`config.mk`:
```
export PLATFORM = sky130hd
export DESIGN_NAME = bitcrush_resample_bezier_core
export DESIGN_NICKNAME = d
export VERILOG_FILES = /design/src/rtl/core/bcrb_pkg.sv /design/src/rtl/core/bcrb_front.sv /design/src/rtl/core/bcrb_sermul.sv /design/src/rtl/core/bitcrush_resample_bezier_core.sv
export VERILOG_INCLUDE_DIRS = /design/src /design/src/rtl/core
export SDC_FILE = /design/constraint.sdc
export NUM_CORES = 1
export LEC_CHECK = 0
export BUFFER_PORTS_ARGS = -buffer_cell sky130_fd_sc_hd__buf_2
export CAP_MARGIN = 20
export CORE_UTILIZATION = 40
export CTS_BUF_LIST = sky130_fd_sc_hd__clkbuf_8 sky130_fd_sc_hd__clkbuf_16
export DETAILED_ROUTE_END_ITERATION = 16
export SLEW_MARGIN = 20
export SYNTH_ARGS = -nofsm -noshare
export SYNTH_HDL_FRONTEND = slang
export SYNTH_SLANG_ARGS = --single-unit
```
`constraint.sdc`:
```
create_clock -name i_clk -period 8.4 [get_ports i_clk]
set_input_delay 0.84 -clock i_clk [delete_from_list [all_inputs] [get_ports i_clk]]
set_output_delay 0.84 -clock i_clk [all_outputs]
set_load 0.03 [all_outputs]
```
`src/rtl/core/bitcrush_resample_bezier_core_assert.svh`:
```
// Assertion macros used by the bitcrusher serial multiplier
`ifndef BITCRUSH_RESAMPLE_BEZIER_CORE_ASSERT_SVH
`define BITCRUSH_RESAMPLE_BEZIER_CORE_ASSERT_SVH

// Same-cycle implication, checked on every rising edge outside reset
`define BCRB_ASSERT_IMP(lbl, clk, rst_n, ante, cons, msg) \
    lbl: assert property (@(posedge clk) disable iff (!rst_n) (ante) |-> (cons)) \
        else $error(msg);

// Next-cycle implication, checked on every rising edge outside reset
`define BCRB_ASSERT_NXT(lbl, clk, rst_n, ante, cons, msg) \
    lbl: assert property (@(posedge clk) disable iff (!rst_n) (ante) |=> (cons)) \
        else $error(msg);

`endif

```
`src/rtl/core/bcrb_pkg.sv`:
```
// Shared constants, types and codes for the bitcrusher / resampler core
package bcrb_pkg;

    // Default datapath sizes
    localparam int BCRB_SAMPLE_BITS     = 24;
    localparam int BCRB_PHASE_FRAC_BITS = 16;

    // Quantiser depth register
    localparam int BCRB_DEPTH_W   = 5;
    localparam int BCRB_DEPTH_MAX = 16;

    // Mix register, Q10
    localparam int BCRB_MIX_W    = 12;
    localparam int BCRB_MIX_FRAC = 10;
    localparam int BCRB_GAIN_W   = BCRB_MIX_FRAC + 1;
    localparam logic [BCRB_MIX_W-1:0] BCRB_MIX_ONE  = BCRB_MIX_W'(1 << BCRB_MIX_FRAC);
    localparam logic [BCRB_MIX_W-1:0] BCRB_MIX_TWO  = BCRB_MIX_W'(2 << BCRB_MIX_FRAC);
    localparam int                    BCRB_MIX_HALF = 1 << (BCRB_MIX_FRAC - 1);

    // Minimum phase step is 0.0005 of a full cycle, rounded up
    localparam int BCRB_RATE_MIN_NUM = 5;
    localparam int BCRB_RATE_MIN_DEN = 10000;

    // Configuration port
    localparam int BCRB_ADDR_W = 4;
    localparam int BCRB_APB_W  = 32;

    typedef enum logic [1:0] {
        REG_RATE_STEP = 2'd0,
        REG_BIT_DEPTH = 2'd1,
        REG_WET_MIX   = 2'd2
    } t_reg_idx;

    // Sequencer states: three passes through the serial multiplier
    typedef enum logic [3:0] {
        ST_IDLE,
        ST_ISSUE_AVG,
        ST_WAIT_AVG,
        ST_POST_AVG,
        ST_ISSUE_BLEND,
        ST_WAIT_BLEND,
        ST_POST_BLEND,
        ST_ISSUE_MIX,
        ST_WAIT_MIX,
        ST_POST_MIX
    } t_state;

    // Status of the serial multiplier
    typedef struct packed {
        logic busy;
        logic done;
    } t_mul_stat;

endpackage

```
`src/rtl/core/bcrb_front.sv`:
```
// Quantiser, phase accumulator and three-entry sample history
module bcrb_front
    import bcrb_pkg::*;
#(
    parameter int SAMPLE_BITS     = BCRB_SAMPLE_BITS,
    parameter int PHASE_FRAC_BITS = BCRB_PHASE_FRAC_BITS
) (
    input  logic                          i_clk,
    input  logic                          i_rst_n,
    input  logic                          i_load,
    input  logic signed [SAMPLE_BITS-1:0] i_sample,
    input  logic [PHASE_FRAC_BITS:0]      i_rate,
    input  logic [BCRB_DEPTH_W-1:0]       i_depth,
    output logic [PHASE_FRAC_BITS:0]      o_phase,
    output logic signed [SAMPLE_BITS-1:0] o_hist_a,
    output logic signed [SAMPLE_BITS-1:0] o_hist_b,
    output logic signed [SAMPLE_BITS-1:0] o_hist_c
);

    localparam int S     = SAMPLE_BITS;
    localparam int P     = PHASE_FRAC_BITS;
    localparam int B_MAX = (S - 1 < BCRB_DEPTH_MAX) ? S - 1 : BCRB_DEPTH_MAX;
    localparam int SH_W  = $clog2(S);
    localparam int RATE_MIN_I =
        ((1 << P) * BCRB_RATE_MIN_NUM + BCRB_RATE_MIN_DEN - 1) / BCRB_RATE_MIN_DEN;
    localparam logic [P:0]   RATE_MIN = (P + 1)'(RATE_MIN_I);
    localparam logic [P:0]   PH_ONE   = {1'b1, {P{1'b0}}};
    localparam logic [P+1:0] PH_ONE_X = {2'b01, {P{1'b0}}};
    localparam logic [S-1:0] S_MAX    = {1'b0, {(S - 1){1'b1}}};
    localparam logic [S-1:0] S_MIN    = {1'b1, {(S - 1){1'b0}}};

    logic [BCRB_DEPTH_W-1:0] depth;
    logic [BCRB_DEPTH_W:0]   depth_x2;
    logic [SH_W-1:0]         q_shift;
    logic [SH_W-1:0]         ofs_exp;
    logic                    ofs_on;
    logic [S:0]              ofs;
    logic [S:0]              v;
    logic [S:0]              vq;
    logic [S-1:0]            q;
    logic [P:0]              rate;
    logic [P+1:0]            ph_sum;
    logic [P+1:0]            ph_wrapped;
    logic                    wrap;
    logic [P:0]              n_phase;

    logic [P:0]              r_phase;
    logic [S-1:0]            r_hist_a;
    logic [S-1:0]            r_hist_b;
    logic [S-1:0]            r_hist_c;

    // Quantiser: add half of the squared step, clear the dropped bits, saturate
    always_comb begin
        if (i_depth == '0) begin
            depth = BCRB_DEPTH_W'(1);
        end else if (i_depth > BCRB_DEPTH_W'(B_MAX)) begin
            depth = BCRB_DEPTH_W'(B_MAX);
        end else begin
            depth = i_depth;
        end
        depth_x2 = {depth, 1'b0};
        q_shift  = SH_W'(S - 1) - SH_W'(depth);
        // offset falls below one LSB at high depths
        ofs_on   = (depth_x2 <= (BCRB_DEPTH_W + 1)'(S - 2));
        ofs_exp  = SH_W'(S - 2) - SH_W'(depth_x2);
        ofs      = ofs_on ? ((S + 1)'(1) << ofs_exp) : '0;
        v        = {i_sample[S-1], i_sample} + ofs;
        vq       = v & ({(S + 1){1'b1}} << q_shift);
        if (vq[S] != vq[S-1]) begin
            q = vq[S] ? S_MIN : S_MAX;
        end else begin
            q = vq[S-1:0];
        end
    end

    // Phase accumulator with clamped step
    always_comb begin
        if (i_rate < RATE_MIN) begin
            rate = RATE_MIN;
        end else if (i_rate > PH_ONE) begin
            rate = PH_ONE;
        end else begin
            rate = i_rate;
        end
        ph_sum     = {1'b0, r_phase} + {1'b0, rate};
        wrap       = (ph_sum > PH_ONE_X);
        ph_wrapped = ph_sum - PH_ONE_X;
        n_phase    = wrap ? ph_wrapped[P:0] : ph_sum[P:0];
    end

    // Phase update once per accepted item; the history shifts only when the phase wraps
    always_ff @(posedge i_clk) begin
        if (!i_rst_n) begin
            r_phase  <= PH_ONE;
            r_hist_a <= '0;
            r_hist_b <= '0;
            r_hist_c <= '0;
        end else if (i_load) begin
            r_phase <= n_phase;
            if (wrap) begin
                r_hist_c <= r_hist_b;
                r_hist_b <= r_hist_a;
                r_hist_a <= q;
            end
        end
    end

    assign o_phase  = r_phase;
    assign o_hist_a = r_hist_a;
    assign o_hist_b = r_hist_b;
    assign o_hist_c = r_hist_c;

endmodule

```
`src/rtl/core/bcrb_sermul.sv`:
```
// Two-lane bit-serial multiplier, signed multiplicand by unsigned multiplier
`include "bitcrush_resample_bezier_core_assert.svh"

module bcrb_sermul
    import bcrb_pkg::*;
#(
    parameter int MCAND_W = BCRB_SAMPLE_BITS + 1,
    parameter int MULT_W  = BCRB_PHASE_FRAC_BITS + 1
) (
    input  logic                        i_clk,
    input  logic                        i_rst_n,
    input  logic                        i_start,
    input  logic [MCAND_W-1:0]          i_mcand_a,
    input  logic [MCAND_W-1:0]          i_mcand_b,
    input  logic [MULT_W-1:0]           i_mult_a,
    input  logic [MULT_W-1:0]           i_mult_b,
    output t_mul_stat                   o_stat,
    output logic [MCAND_W+MULT_W-1:0]   o_prod_a,
    output logic [MCAND_W+MULT_W-1:0]   o_prod_b
);

    localparam int ACC_W = MCAND_W + MULT_W;
    localparam int CNT_W = $clog2(MULT_W);
    localparam logic [CNT_W-1:0] CNT_LAST = CNT_W'(MULT_W - 1);

    logic               r_busy;
    logic               r_done;
    logic [CNT_W-1:0]   r_cnt;
    logic [MCAND_W-1:0] r_mc_a;
    logic [MCAND_W-1:0] r_mc_b;
    logic [ACC_W-1:0]   r_acc_a;
    logic [ACC_W-1:0]   r_acc_b;

    logic [MCAND_W:0]   sum_a;
    logic [MCAND_W:0]   sum_b;
    logic [ACC_W-1:0]   n_acc_a;
    logic [ACC_W-1:0]   n_acc_b;

    // One multiplier bit per cycle: add on the LSB, shift the whole word right
    always_comb begin
        sum_a = {r_acc_a[ACC_W-1], r_acc_a[ACC_W-1:MULT_W]}
              + (r_acc_a[0] ? {r_mc_a[MCAND_W-1], r_mc_a} : '0);
        sum_b = {r_acc_b[ACC_W-1], r_acc_b[ACC_W-1:MULT_W]}
              + (r_acc_b[0] ? {r_mc_b[MCAND_W-1], r_mc_b} : '0);
        n_acc_a = {sum_a, r_acc_a[MULT_W-1:1]};
        n_acc_b = {sum_b, r_acc_b[MULT_W-1:1]};
    end

    // Step counter and status
    always_ff @(posedge i_clk) begin
        if (!i_rst_n) begin
            r_busy <= 1'b0;
            r_done <= 1'b0;
            r_cnt  <= '0;
        end else begin
            r_done <= 1'b0;
            if (i_start) begin
                r_busy <= 1'b1;
                r_cnt  <= '0;
            end else if (r_busy) begin
                r_cnt <= r_cnt + CNT_W'(1);
                if (r_cnt == CNT_LAST) begin
                    r_busy <= 1'b0;
                    r_done <= 1'b1;
                end
            end
        end
    end

    // Operand and accumulator shift registers
    always_ff @(posedge i_clk) begin
        if (i_start) begin
            r_mc_a  <= i_mcand_a;
            r_mc_b  <= i_mcand_b;
            r_acc_a <= {{MCAND_W{1'b0}}, i_mult_a};
            r_acc_b <= {{MCAND_W{1'b0}}, i_mult_b};
        end else if (r_busy) begin
            r_acc_a <= n_acc_a;
            r_acc_b <= n_acc_b;
        end
    end

    assign o_stat.busy = r_busy;
    assign o_stat.done = r_done;
    assign o_prod_a    = r_acc_a;
    assign o_prod_b    = r_acc_b;

    `BCRB_ASSERT_IMP(a_start_when_idle, i_clk, i_rst_n, i_start, !r_busy && !r_done, "mul restarted while running")
    `BCRB_ASSERT_NXT(a_start_runs, i_clk, i_rst_n, i_start, r_busy && (r_cnt == '0), "mul did not start")
    `BCRB_ASSERT_NXT(a_last_step_done, i_clk, i_rst_n, r_busy && (r_cnt == CNT_LAST), r_done && !r_busy, "mul did not finish")
    `BCRB_ASSERT_NXT(a_done_pulse, i_clk, i_rst_n, r_done, !r_done, "mul done held over")

endmodule

```
`src/rtl/core/bitcrush_resample_bezier_core.sv`:
```
// Each item makes three passes of PHASE_FRAC_BITS+1 steps through the shared bit-serial
// multiplier; a new item is taken only in the idle state, after the result is loaded.
// A finished result waits in the output register; the next item is taken meanwhile.
// Reset is synchronous, active low: registers to defaults, phase to 1.0, history to zero.
// Top level of the bitcrusher with sample-hold resampling and Bezier smoothing
module bitcrush_resample_bezier_core
    import bcrb_pkg::*;
#(
    parameter int SAMPLE_BITS     = BCRB_SAMPLE_BITS,
    parameter int PHASE_FRAC_BITS = BCRB_PHASE_FRAC_BITS,
    localparam int DATA_W         = ((SAMPLE_BITS + 7) / 8) * 8
) (
    input  logic                   i_clk,
    input  logic                   i_rst_n,
    // input stream
    input  logic                   s_axis_tvalid,
    output logic                   s_axis_tready,
    input  logic [DATA_W-1:0]      s_axis_tdata,   // [SAMPLE_BITS-1:0] sample_in
    // output stream
    output logic                   m_axis_tvalid,
    input  logic                   m_axis_tready,
    output logic [DATA_W-1:0]      m_axis_tdata,   // [SAMPLE_BITS-1:0] sample_out
    // configuration
    input  logic                   psel,
    input  logic                   penable,
    input  logic                   pwrite,
    input  logic [BCRB_ADDR_W-1:0] paddr,
    input  logic [BCRB_APB_W-1:0]  pwdata,
    output logic [BCRB_APB_W-1:0]  prdata,
    output logic                   pready
);

    localparam int S      = SAMPLE_BITS;
    localparam int P      = PHASE_FRAC_BITS;
    localparam int MC_W   = S + 1;
    localparam int MUL_W  = P + 1;
    localparam int PROD_W = MC_W + MUL_W;
    localparam int Y_W    = PROD_W - BCRB_MIX_FRAC;
    localparam logic [PROD_W-1:0] PH_HALF  = PROD_W'(1) << (P - 1);
    localparam logic [PROD_W-1:0] MIX_HALF = PROD_W'(BCRB_MIX_HALF);
    localparam logic [S-1:0]      S_MAX    = {1'b0, {(S - 1){1'b1}}};
    localparam logic [S-1:0]      S_MIN    = {1'b1, {(S - 1){1'b0}}};

    // Configuration registers
    logic [P:0]              r_rate_step;
    logic [BCRB_DEPTH_W-1:0] r_bit_depth;
    logic [BCRB_MIX_W-1:0]   r_wet_mix;

    // Sequencer and datapath registers
    t_state                  r_state;
    t_state                  n_state;
    logic [S-1:0]            r_x;
    logic [S-1:0]            r_cbl;
    logic [S-1:0]            r_bal;
    logic [S-1:0]            r_cb;
    logic                    r_out_valid;
    logic [S-1:0]            r_out_data;

    logic [S-1:0]            n_cbl;
    logic [S-1:0]            n_bal;
    logic [S-1:0]            n_cb;
    logic [S-1:0]            n_out;

    logic                    cfg_wr;
    logic                    in_acc;
    logic                    out_free;
    logic                    out_load;
    logic                    mul_start;
    logic [MC_W-1:0]         mc_a;
    logic [MC_W-1:0]         mc_b;
    logic [MUL_W-1:0]        ml_a;
    logic [MUL_W-1:0]        ml_b;
    t_mul_stat               mul_stat;
    logic [PROD_W-1:0]       prod_a;
    logic [PROD_W-1:0]       prod_b;

    logic [P:0]              phase;
    logic [S-1:0]            hist_a;
    logic [S-1:0]            hist_b;
    logic [S-1:0]            hist_c;

    logic [BCRB_GAIN_W-1:0]  wet;
    logic [BCRB_GAIN_W-1:0]  dry;
    logic [BCRB_MIX_W-1:0]   dry_full;

    logic [PROD_W-1:0]       rnd_a;
    logic [PROD_W-1:0]       rnd_b;
    logic [S:0]              avg_a;
    logic [S:0]              avg_b;
    logic [S:0]              blend_base;
    logic [PROD_W-1:0]       blend_sum;
    logic [PROD_W-1:0]       mix_sum;
    logic [Y_W-1:0]          y_full;
    logic [Y_W-S:0]          y_top;

    assign in_acc   = s_axis_tvalid & s_axis_tready;
    assign out_free = !r_out_valid || m_axis_tready;

    // Register file write and read-back
    assign pready = 1'b1;
    assign cfg_wr = psel & penable & pwrite & pready;

    always_ff @(posedge i_clk) begin
        if (!i_rst_n) begin
            r_rate_step <= {1'b1, {P{1'b0}}};
            r_bit_depth <= BCRB_DEPTH_W'(BCRB_DEPTH_MAX);
            r_wet_mix   <= BCRB_MIX_ONE;
        end else if (cfg_wr) begin
            case (t_reg_idx'(paddr[BCRB_ADDR_W-1:2]))
                REG_RATE_STEP: begin
                    r_rate_step <= pwdata[P:0];
                end
                REG_BIT_DEPTH: begin
                    r_bit_depth <= pwdata[BCRB_DEPTH_W-1:0];
                end
                REG_WET_MIX: begin
                    r_wet_mix <= pwdata[BCRB_MIX_W-1:0];
                end
                default: begin
                end
            endcase
        end
    end

    always_comb begin
        case (t_reg_idx'(paddr[BCRB_ADDR_W-1:2]))
            REG_RATE_STEP: prdata = BCRB_APB_W'(r_rate_step);
            REG_BIT_DEPTH: prdata = BCRB_APB_W'(r_bit_depth);
            REG_WET_MIX:   prdata = BCRB_APB_W'(r_wet_mix);
            default:       prdata = '0;
        endcase
    end

    // Quantiser, phase and history
    bcrb_front #(
        .SAMPLE_BITS     (SAMPLE_BITS),
        .PHASE_FRAC_BITS (PHASE_FRAC_BITS)
    ) u_front (
        .i_clk    (i_clk),
        .i_rst_n  (i_rst_n),
        .i_load   (in_acc),
        .i_sample (s_axis_tdata[S-1:0]),
        .i_rate   (r_rate_step),
        .i_depth  (r_bit_depth),
        .o_phase  (phase),
        .o_hist_a (hist_a),
        .o_hist_b (hist_b),
        .o_hist_c (hist_c)
    );

    // Shared serial multiplier
    bcrb_sermul #(
        .MCAND_W (MC_W),
        .MULT_W  (MUL_W)
    ) u_sermul (
        .i_clk     (i_clk),
        .i_rst_n   (i_rst_n),
        .i_start   (mul_start),
        .i_mcand_a (mc_a),
        .i_mcand_b (mc_b),
        .i_mult_a  (ml_a),
        .i_mult_b  (ml_b),
        .o_stat    (mul_stat),
        .o_prod_a  (prod_a),
        .o_prod_b  (prod_b)
    );

    // Wet and dry gains, each capped at 1.0
    always_comb begin
        if (r_wet_mix > BCRB_MIX_ONE) begin
            wet = BCRB_GAIN_W'(BCRB_MIX_ONE);
        end else begin
            wet = r_wet_mix[BCRB_GAIN_W-1:0];
        end
        dry_full = BCRB_MIX_TWO - r_wet_mix;
        if (r_wet_mix >= BCRB_MIX_TWO) begin
            dry = '0;
        end else if (dry_full > BCRB_MIX_ONE) begin
            dry = BCRB_GAIN_W'(BCRB_MIX_ONE);
        end else begin
            dry = dry_full[BCRB_GAIN_W-1:0];
        end
    end

    // Post-processing of each multiplier pass
    always_comb begin
        // outer control points: lerp = low + round(diff * t)
        rnd_a = prod_a + PH_HALF;
        rnd_b = prod_b + PH_HALF;
        avg_a = {hist_c[S-1], hist_c} + rnd_a[P+S:P];
        avg_b = {hist_b[S-1], hist_b} + rnd_b[P+S:P];
        n_cbl = avg_a[S-1:0];
        n_bal = avg_b[S-1:0];

        // middle point: (B + cbl + 1) * 2^P + (bal - cbl) * t, over 2^(P+1)
        blend_base = {hist_b[S-1], hist_b}
                   + {r_cbl[S-1], r_cbl} + (S + 1)'(1);
        blend_sum  = {blend_base[S], blend_base, {P{1'b0}}} + prod_a;
        n_cb       = blend_sum[P+S:P+1];

        // mix and saturate
        mix_sum = prod_a + prod_b + MIX_HALF;
        y_full  = mix_sum[PROD_W-1:BCRB_MIX_FRAC];
        y_top   = y_full[Y_W-1:S-1];
        if ((&y_top) || !(|y_top)) begin
            n_out = y_full[S-1:0];
        end else begin
            n_out = y_full[Y_W-1] ? S_MIN : S_MAX;
        end
    end

    // Next state
    always_comb begin
        n_state = r_state;
        case (r_state)
            ST_IDLE: begin
                if (s_axis_tvalid) begin
                    n_state = ST_ISSUE_AVG;
                end
            end
            ST_ISSUE_AVG:   n_state = ST_WAIT_AVG;
            ST_WAIT_AVG: begin
                if (mul_stat.done) begin
                    n_state = ST_POST_AVG;
                end
            end
            ST_POST_AVG:    n_state = ST_ISSUE_BLEND;
            ST_ISSUE_BLEND: n_state = ST_WAIT_BLEND;
            ST_WAIT_BLEND: begin
                if (mul_stat.done) begin
                    n_state = ST_POST_BLEND;
                end
            end
            ST_POST_BLEND:  n_state = ST_ISSUE_MIX;
            ST_ISSUE_MIX:   n_state = ST_WAIT_MIX;
            ST_WAIT_MIX: begin
                if (mul_stat.done) begin
                    n_state = ST_POST_MIX;
                end
            end
            ST_POST_MIX: begin
                if (out_free) begin
                    n_state = ST_IDLE;
                end
            end
            default:        n_state = ST_IDLE;
        endcase
    end

    // Sequencer outputs and multiplier operands
    always_comb begin
        s_axis_tready = 1'b0;
        mul_start     = 1'b0;
        out_load      = 1'b0;
        mc_a          = '0;
        mc_b          = '0;
        ml_a          = '0;
        ml_b          = '0;
        case (r_state)
            ST_IDLE: begin
                s_axis_tready = 1'b1;
            end
            ST_ISSUE_AVG: begin
                mul_start = 1'b1;
                mc_a      = {hist_b[S-1], hist_b} - {hist_c[S-1], hist_c};
                mc_b      = {hist_a[S-1], hist_a} - {hist_b[S-1], hist_b};
                ml_a      = phase;
                ml_b      = phase;
            end
            ST_ISSUE_BLEND: begin
                mul_start = 1'b1;
                mc_a      = {r_bal[S-1], r_bal} - {r_cbl[S-1], r_cbl};
                ml_a      = phase;
            end
            ST_ISSUE_MIX: begin
                mul_start = 1'b1;
                mc_a      = {r_cb[S-1], r_cb};
                ml_a      = MUL_W'(wet);
                mc_b      = {r_x[S-1], r_x};
                ml_b      = MUL_W'(dry);
            end
            ST_POST_MIX: begin
                out_load = out_free;
            end
            default: begin
            end
        endcase
    end

    // Control registers
    always_ff @(posedge i_clk) begin
        if (!i_rst_n) begin
            r_state     <= ST_IDLE;
            r_out_valid <= 1'b0;
        end else begin
            r_state <= n_state;
            if (out_load) begin
                r_out_valid <= 1'b1;
            end else if (m_axis_tready) begin
                r_out_valid <= 1'b0;
            end
        end
    end

    // Datapath registers
    always_ff @(posedge i_clk) begin
        if (in_acc) begin
            r_x <= s_axis_tdata[S-1:0];
        end
        if (r_state == ST_POST_AVG) begin
            r_cbl <= n_cbl;
            r_bal <= n_bal;
        end
        if (r_state == ST_POST_BLEND) begin
            r_cb <= n_cb;
        end
        if (out_load) begin
            r_out_data <= n_out;
        end
    end

    assign m_axis_tvalid = r_out_valid;
    assign m_axis_tdata  = DATA_W'(r_out_data);

endmodule

```
# == Word-level counts from Yosys, hierarchy flattened ==
# Cells that the tools add are included.
# totals
inputBits,67
latchBits,0
output_inout_bits,59
wordCells,137
mem_count,0
rom_bits,0
mem_bits_rw,0
register_bits,389
# op_classes
magnitude_cmp,8
div_mod_pow,0
n_bitwise,6
n_mul,0
muxes,39
eq_ne,18
add_sub_neg,21
n_reduce_logical,20
n_shift,2
# ops
op,count
17-bit two-way mux,7
24-bit two-way mux,4
"40-bit by 16-bit adder with 40-bit output, second input constant",2
25-bit case mux with 3 select lines,1
24-bit by 24-bit subtractor with 25-bit output,3
17-bit case mux with 2 select lines,2
26-bit adder,2
26-bit two-way mux,2
17-bit case mux with 3 select lines,1
25-bit case mux with 2 select lines,1
24-bit adder,2
"42-bit by 10-bit adder with 42-bit output, second input constant",1
42-bit adder,1
41-bit adder,1
4-bit case mux with 10 select lines,1
11-bit two-way mux,3
24-bit by 24-bit adder with 25-bit output,1
"25-bit by 1-bit adder with 25-bit output, second input constant",1
25-bit adder,1
25-bit bitwise AND,1
25-bit two-way mux,1
"1-bit by 5-bit left shift with 25-bit output, first input constant",1
"25-bit by 5-bit left shift with 25-bit output, first input constant",1
"12-bit by 11-bit greater-than comparator with 1-bit output, second input constant",2
other kinds (38),71

# == Depth between registers and ports, before layout ==
# logic_depth
word_depth,10
depth_mapped,23
mapped_depth_nobuf,22

# == Hierarchy ==
# Synthesis repeated with hierarchy kept, for this count alone.
# hier_totals
hier_cells,3576
hier_area_um2,31517.7
# modules_own_cells
module,seq_area_each_um2,area_each_um2,n_inst,cells_per_inst
bitcrush_resample_bezier_core,4384.2,17634.4,1,2104
bcrb_sermul,3663.5,7877.6,1,767
bcrb_front,1781.7,6005.8,1,705

# == Worst setup path before layout ==
# Ideal clock, no wire load.
# synth_path
path_type,register -> register
startpoint,register r_bit_depth[4]
endpoint,"register u_front.r_hist_a[19], in the netlist u_front.o_hist_a[19]"
n_path_buf,3
synth_period_minus_slack_ns,4.797
setup_time_ns,0.072
t_required_ns,8.328
arrival_time_ns,4.725
path_slack_ns,3.603
stages_incl_launch_ff,23
path_cell_list,dfxtp_1 -> buf_1 -> clkinv_1 -> nand2_1 -> inv_1 -> ha_1 -> or3_1 -> clkbuf_1 -> or2_2 -> nor3b_1 -> ha_1 -> a31oi_1 -> nor2_1 -> nor2_1 -> o31ai_1 -> a211o_1 -> a31oi_1 -> o21bai_1 -> xnor2_1 -> buf_2 -> o2bb2ai_1 -> o211ai_1 -> mux2i_1
# synth_via
elab_chain_cells,10
elab_cells_between_ends,15
classes_between,add/sub (3); order compare (2); eq/ne (1); shift (2); mux (5); bitwise (1); reduce/logical (1)
# synth_lines
element,line_no,text
from (decl),bitcrush_resample_bezier_core.sv:46,logic [BCRB_DEPTH_W-1:0] r_bit_depth;
from (signal assigned),bitcrush_resample_bezier_core.sv:106,r_bit_depth <= BCRB_DEPTH_W'(BCRB_DEPTH_MAX);
from (signal assigned),bitcrush_resample_bezier_core.sv:114,r_bit_depth <= pwdata[BCRB_DEPTH_W-1:0];
5-bit greater-than comparator,bcrb_front.sv:56,end else if (i_depth > BCRB_DEPTH_W'(B_MAX)) begin
5-bit two-way mux,bcrb_front.sv:56,
5-bit two-way mux (*),bcrb_front.sv:54,if (i_depth == '0) begin
5-bit subtractor,bcrb_front.sv:65,ofs_exp = SH_W'(S - 2) - SH_W'(depth_x2);
1-bit by 5-bit left shift with 25-bit output,bcrb_front.sv:66,ofs = ofs_on ? ((S + 1)'(1) << ofs_exp) : '0;
25-bit two-way mux,bcrb_front.sv:66,
25-bit adder,bcrb_front.sv:67,"v = {i_sample[S-1], i_sample} + ofs;"
25-bit bitwise AND (*),bcrb_front.sv:68,vq = v & ({(S + 1){1'b1}} << q_shift);
24-bit two-way mux / 1-bit != test (equally long branches),"bcrb_front.sv:70, bcrb_front.sv:69",
24-bit two-way mux (*),bcrb_front.sv:69,if (vq[S] != vq[S-1]) begin
to (signal assigned),bcrb_front.sv:103,r_hist_a <= q;
to (decl),bcrb_front.sv:48,logic [S-1:0] r_hist_a;
# Mark *: on every way between the ends. The rest lies on a longest branch, timed or not.
# A chain may end at the register's enable or synchronous reset.

# == Worst setup path after layout ==
# layout_path
startpoint,register r_rate_step[9]
endpoint,"register u_front.r_hist_c[19], in the netlist u_front.o_hist_c[19]"
# layout_via
elab_chain_cells,6
elab_cells_between_ends,7
classes_between,add/sub (1); order compare (3); mux (2); reduce/logical (1)
# layout_lines
element,line_no,text
from (decl),bitcrush_resample_bezier_core.sv:45,logic [P:0] r_rate_step;
from (signal assigned),bitcrush_resample_bezier_core.sv:105,"r_rate_step <= {1'b1, {P{1'b0}}};"
from (signal assigned),bitcrush_resample_bezier_core.sv:111,r_rate_step <= pwdata[P:0];
17-bit greater-than comparator,bcrb_front.sv:80,end else if (i_rate > PH_ONE) begin
17-bit two-way mux,bcrb_front.sv:80,
17-bit two-way mux (*),bcrb_front.sv:78,if (i_rate < RATE_MIN) begin
17-bit by 17-bit adder with 18-bit output (*),bcrb_front.sv:85,"ph_sum = {1'b0, r_phase} + {1'b0, rate};"
18-bit by 17-bit greater-than comparator with 1-bit output (*),bcrb_front.sv:86,wrap = (ph_sum > PH_ONE_X);
2-bit AND reduction (no line) (*),--,
to (signal assigned),bcrb_front.sv:101,r_hist_c <= r_hist_b;
to (decl),bcrb_front.sv:50,logic [S-1:0] r_hist_c;
# Marked as above.

==> out/qor.csv <==
metric;value;unit
status;completed;
yosys_warnings;0;
initial_utilization;40.4;%
grt.overflow.total;0;
die_w;276;um
grt_max_degree;79;
rows;100;
clk_pin_slew;0.06;ns
final_nets;3868;
yosysSeqAreaShare;32.7;%
grt_usage;21.1;%
min_period;5.85;ns
syn_inst;3407;
slew_violations;0;
path_class;reg -> reg;
cts_setup_buffers;0;
synth_top_area_cell;edfxtp_1;
synth.distinct_cells;90;
hold_buffers;0;
path_buf_inv;1;
placed_area;31400;um^2
num_vias;24700;
cts_resized;0;
antenna_found_initial;0;
cap_violations;0;
leakage;14.0;nW
fin_crit_sh;69.6;%
max_stage_delay;0.83;ns
synth_edf_count;204;
synth_top_area_share;20.4;%
skew;0.0331;ns
grt_pass1_vias;23300;
synth_top_flop_cell;edfxtp_1;
io_buffers;92;
post-place-ws;2.54;ns
cts_max_path_buffers;3;
min_from;s_axis_tdata[4];
die_area;76200;um^2
min_to;r_x[4]$_DFFE_PP_;
timing.rr.end;u_front.o_hist_c[19]$_SDFFE_PN0P_;
die_h;276;um
setup_ws;2.55;ns
hold-path-cell-count;1;
drtPass1Iterations;8;
yosysMostFrequentCell;ha_1;
ff2ff_path_depth;19;
finalSetupViolations;0;
syn_avg_cell_area;8.81;um^2
synth_area_leaders;edfxtp_1 (20%), ha_1 (14%), dfxtp_1 (12%);
crit_family;simple AND/OR/NAND/NOR gates;
cp-end-kind;flip-flop;
wl_per_cell;17.9;um
final_hold_viol_count;0;
power.density;312;nW/um^2
diodes;0;
core;74300;um^2
setup.worst_path.start_class;flip-flop;
tritoncts;yes;
synthesis.area;30000;um^2
rsz0062_at_grt;false;
drt_wl_total;80.2;mm
ys_ff_latch;389;
max_slew_margin;26.8;%
final_area;33200;um^2
dr.first_iter.drc_count;1628;
ff2ff_setup_slack;2.55;ns
crit_fanout;23;
worst_hold_path_type;in -> reg;
root_buffer;clkbuf_16;
dpl.hpwl;62.1;mm
crit_chain;nor4_1 > nand3_1 > nor3_1 > nor2_1 > a21oi_1 > nand2_1 > inv_1 > ha_1 > a21o_1 > a21oi_1 > o21ai_1 > a2111oi_2 > or2_2 > o311ai_0 > nor4_1 > nand4_1 > o211a_2 > nor2_2 > o21ai_0;
async_flop_share;0;%
fmax;171;MHz
irDropWorstVdd;172;uV
cts.sinks;389;
layout-drive-gt1-share;7.26;%
syn_to_final_growth;10.5;%
grt_pass1_wl;127;mm
insertion_delay;0.62;ns
fin_setup_tns;0;ns
ios;126;
routabilityCongestion;0.925;
via_per_inst;5.52;
worstReg2RegStart;r_rate_step[9]$_SDFFE_PN0P_;
synth.top_cells.by_count;ha_1 (332), nand2_1 (326), nor2_1 (286), a21oi_1 (236), edfxtp_1 (204);
worstMarginPinSlew;1.09;ns
h-tree-depth;2;
worstPathArrival;6.29;ns
drtAntennaViolNets;0;
numCtsBuffers;48;
crit_path_top_delay_cell;nor2_2;
critPathRequiredTime;8.84;ns
drcViolationCount;0;
## worst max path at each step
stage | startpoint | to | depth (start not counted)
CTS | r_rate_step[9]$_SDFFE_PN0P_ | u_front.o_hist_c[19]$_SDFFE_PN0P_ | 19
finish | r_rate_step[9]$_SDFFE_PN0P_ | u_front.o_hist_c[19]$_SDFFE_PN0P_ | 19
global route | r_rate_step[9]$_SDFFE_PN0P_ | u_front.o_hist_c[22]$_SDFFE_PN0P_ | 19
detailed placement | r_rate_step[9]$_SDFFE_PN0P_ | u_front.o_hist_c[19]$_SDFFE_PN0P_ | 19
global placement | r_rate_step[9]$_SDFFE_PN0P_ | u_front.o_hist_c[22]$_SDFFE_PN0P_ | 19
floorplan | r_bit_depth[4]$_SDFFE_PN1P_ | u_front.o_hist_a[19]$_SDFFE_PN0P_ | 22
## power breakdown
part | leakage (nW) | total [mW] | internal [mW] | switching, mW
Sequential | 3.42 | 3.07 | 2.61 | 0.452
Clock | 0.875 | 2.27 | 1.38 | 0.888
Combinational | 9.69 | 5.00 | 2.09 | 2.91
## worst register-to-register path: cells and delay by family (launching register included)
family	cells	cell delay [ns]
AOI/OAI and AO/OA	8	2.20
adders and majority gates	1	0.21
buffers and inverters	1	0.08
DFF	1	0.33
and+or+nand+nor	9	2.83
## placed cells by master (no fill, tap or decap), drive strengths merged, types with 25 or more instances in the layout
cell type / n
a211oi: 36
a21o: 86
a21oi: 237
and2: 72
and3: 42
buf: 116
clkbuf: 52
dfxtp: 185
edfxtp: 204
ha: 332
inv: 191
mux2i: 87
nand2: 327
nand2b: 39
nand3: 80
nand4: 45
nor2: 286
nor2b: 50
nor3: 85
o211ai: 31
o21a: 41
o21ai: 184
o21bai: 25
or3: 28
xnor2: 183
xor2: 106
## per-layer routing
layer  up-vias  track usage (%)  part of all wire, %
li1      12500                -                    -
met3       105             1.97                  4.7
met4         0             5.61                  2.1
met5         -                0                    0
met1     11600             29.8                   49
met2       538             34.2                   44
## flip-flops by register name, summed over array words and instances, names as in the netlist, 17 cells and up
| name | cells |
|---|---|
| u_front.o_hist_b | 24 |
| r_x | 24 |
| u_front.o_hist_a | 24 |
| u_front.o_phase | 17 |
| r_cb | 24 |
| u_front.o_hist_c | 24 |
| r_bal | 24 |
| m_axis_tdata | 24 |
| u_sermul.r_mc_b | 25 |
| u_sermul.r_mc_a | 25 |
| r_rate_step | 17 |
| u_sermul.o_prod_a | 42 |
| r_cbl | 24 |
| u_sermul.o_prod_b | 42 |
## cells by family (layout without fill, tap and decap cells)
group | after synthesis | count (layout) | share of synthesized area, %
compound gates | 849 | 849 | 18.8
xor+xnor | 289 | 289 | 8.43
fa+ha+maj | 357 | 357 | 15.0
buf+inv | 311 | 389 | 4.24
flops | 389 | 389 | 32.7
mux | 87 | 87 | 2.90
other cells | 2 | 16 | 0.0250
simple gates | 1123 | 1123 | 17.9
## layout make-up
class                   count  area, um^2
fillers                  7340       41200
inverters                 183         689
flip-flops and latches    389        9830
multi-input cells        2721       19000
repair buffers            116         643
clock buffers              52        1280
clock inverters            38         474
well taps                 969        1210
## through the flow
step	cells	hold WS (ns)	power [mW]	util, %
global placement	4378	0.468	8.03	42.2
finish	4468	0.421	10.3	44.6
CTS	4468	0.383	10.4	44.6
global route	4468	0.399	11.1	44.6
detailed placement	4378	0.474	8.07	42.3
floorplan	3421	0.451	6.79	-
Power figures use the tool's default switching activity.
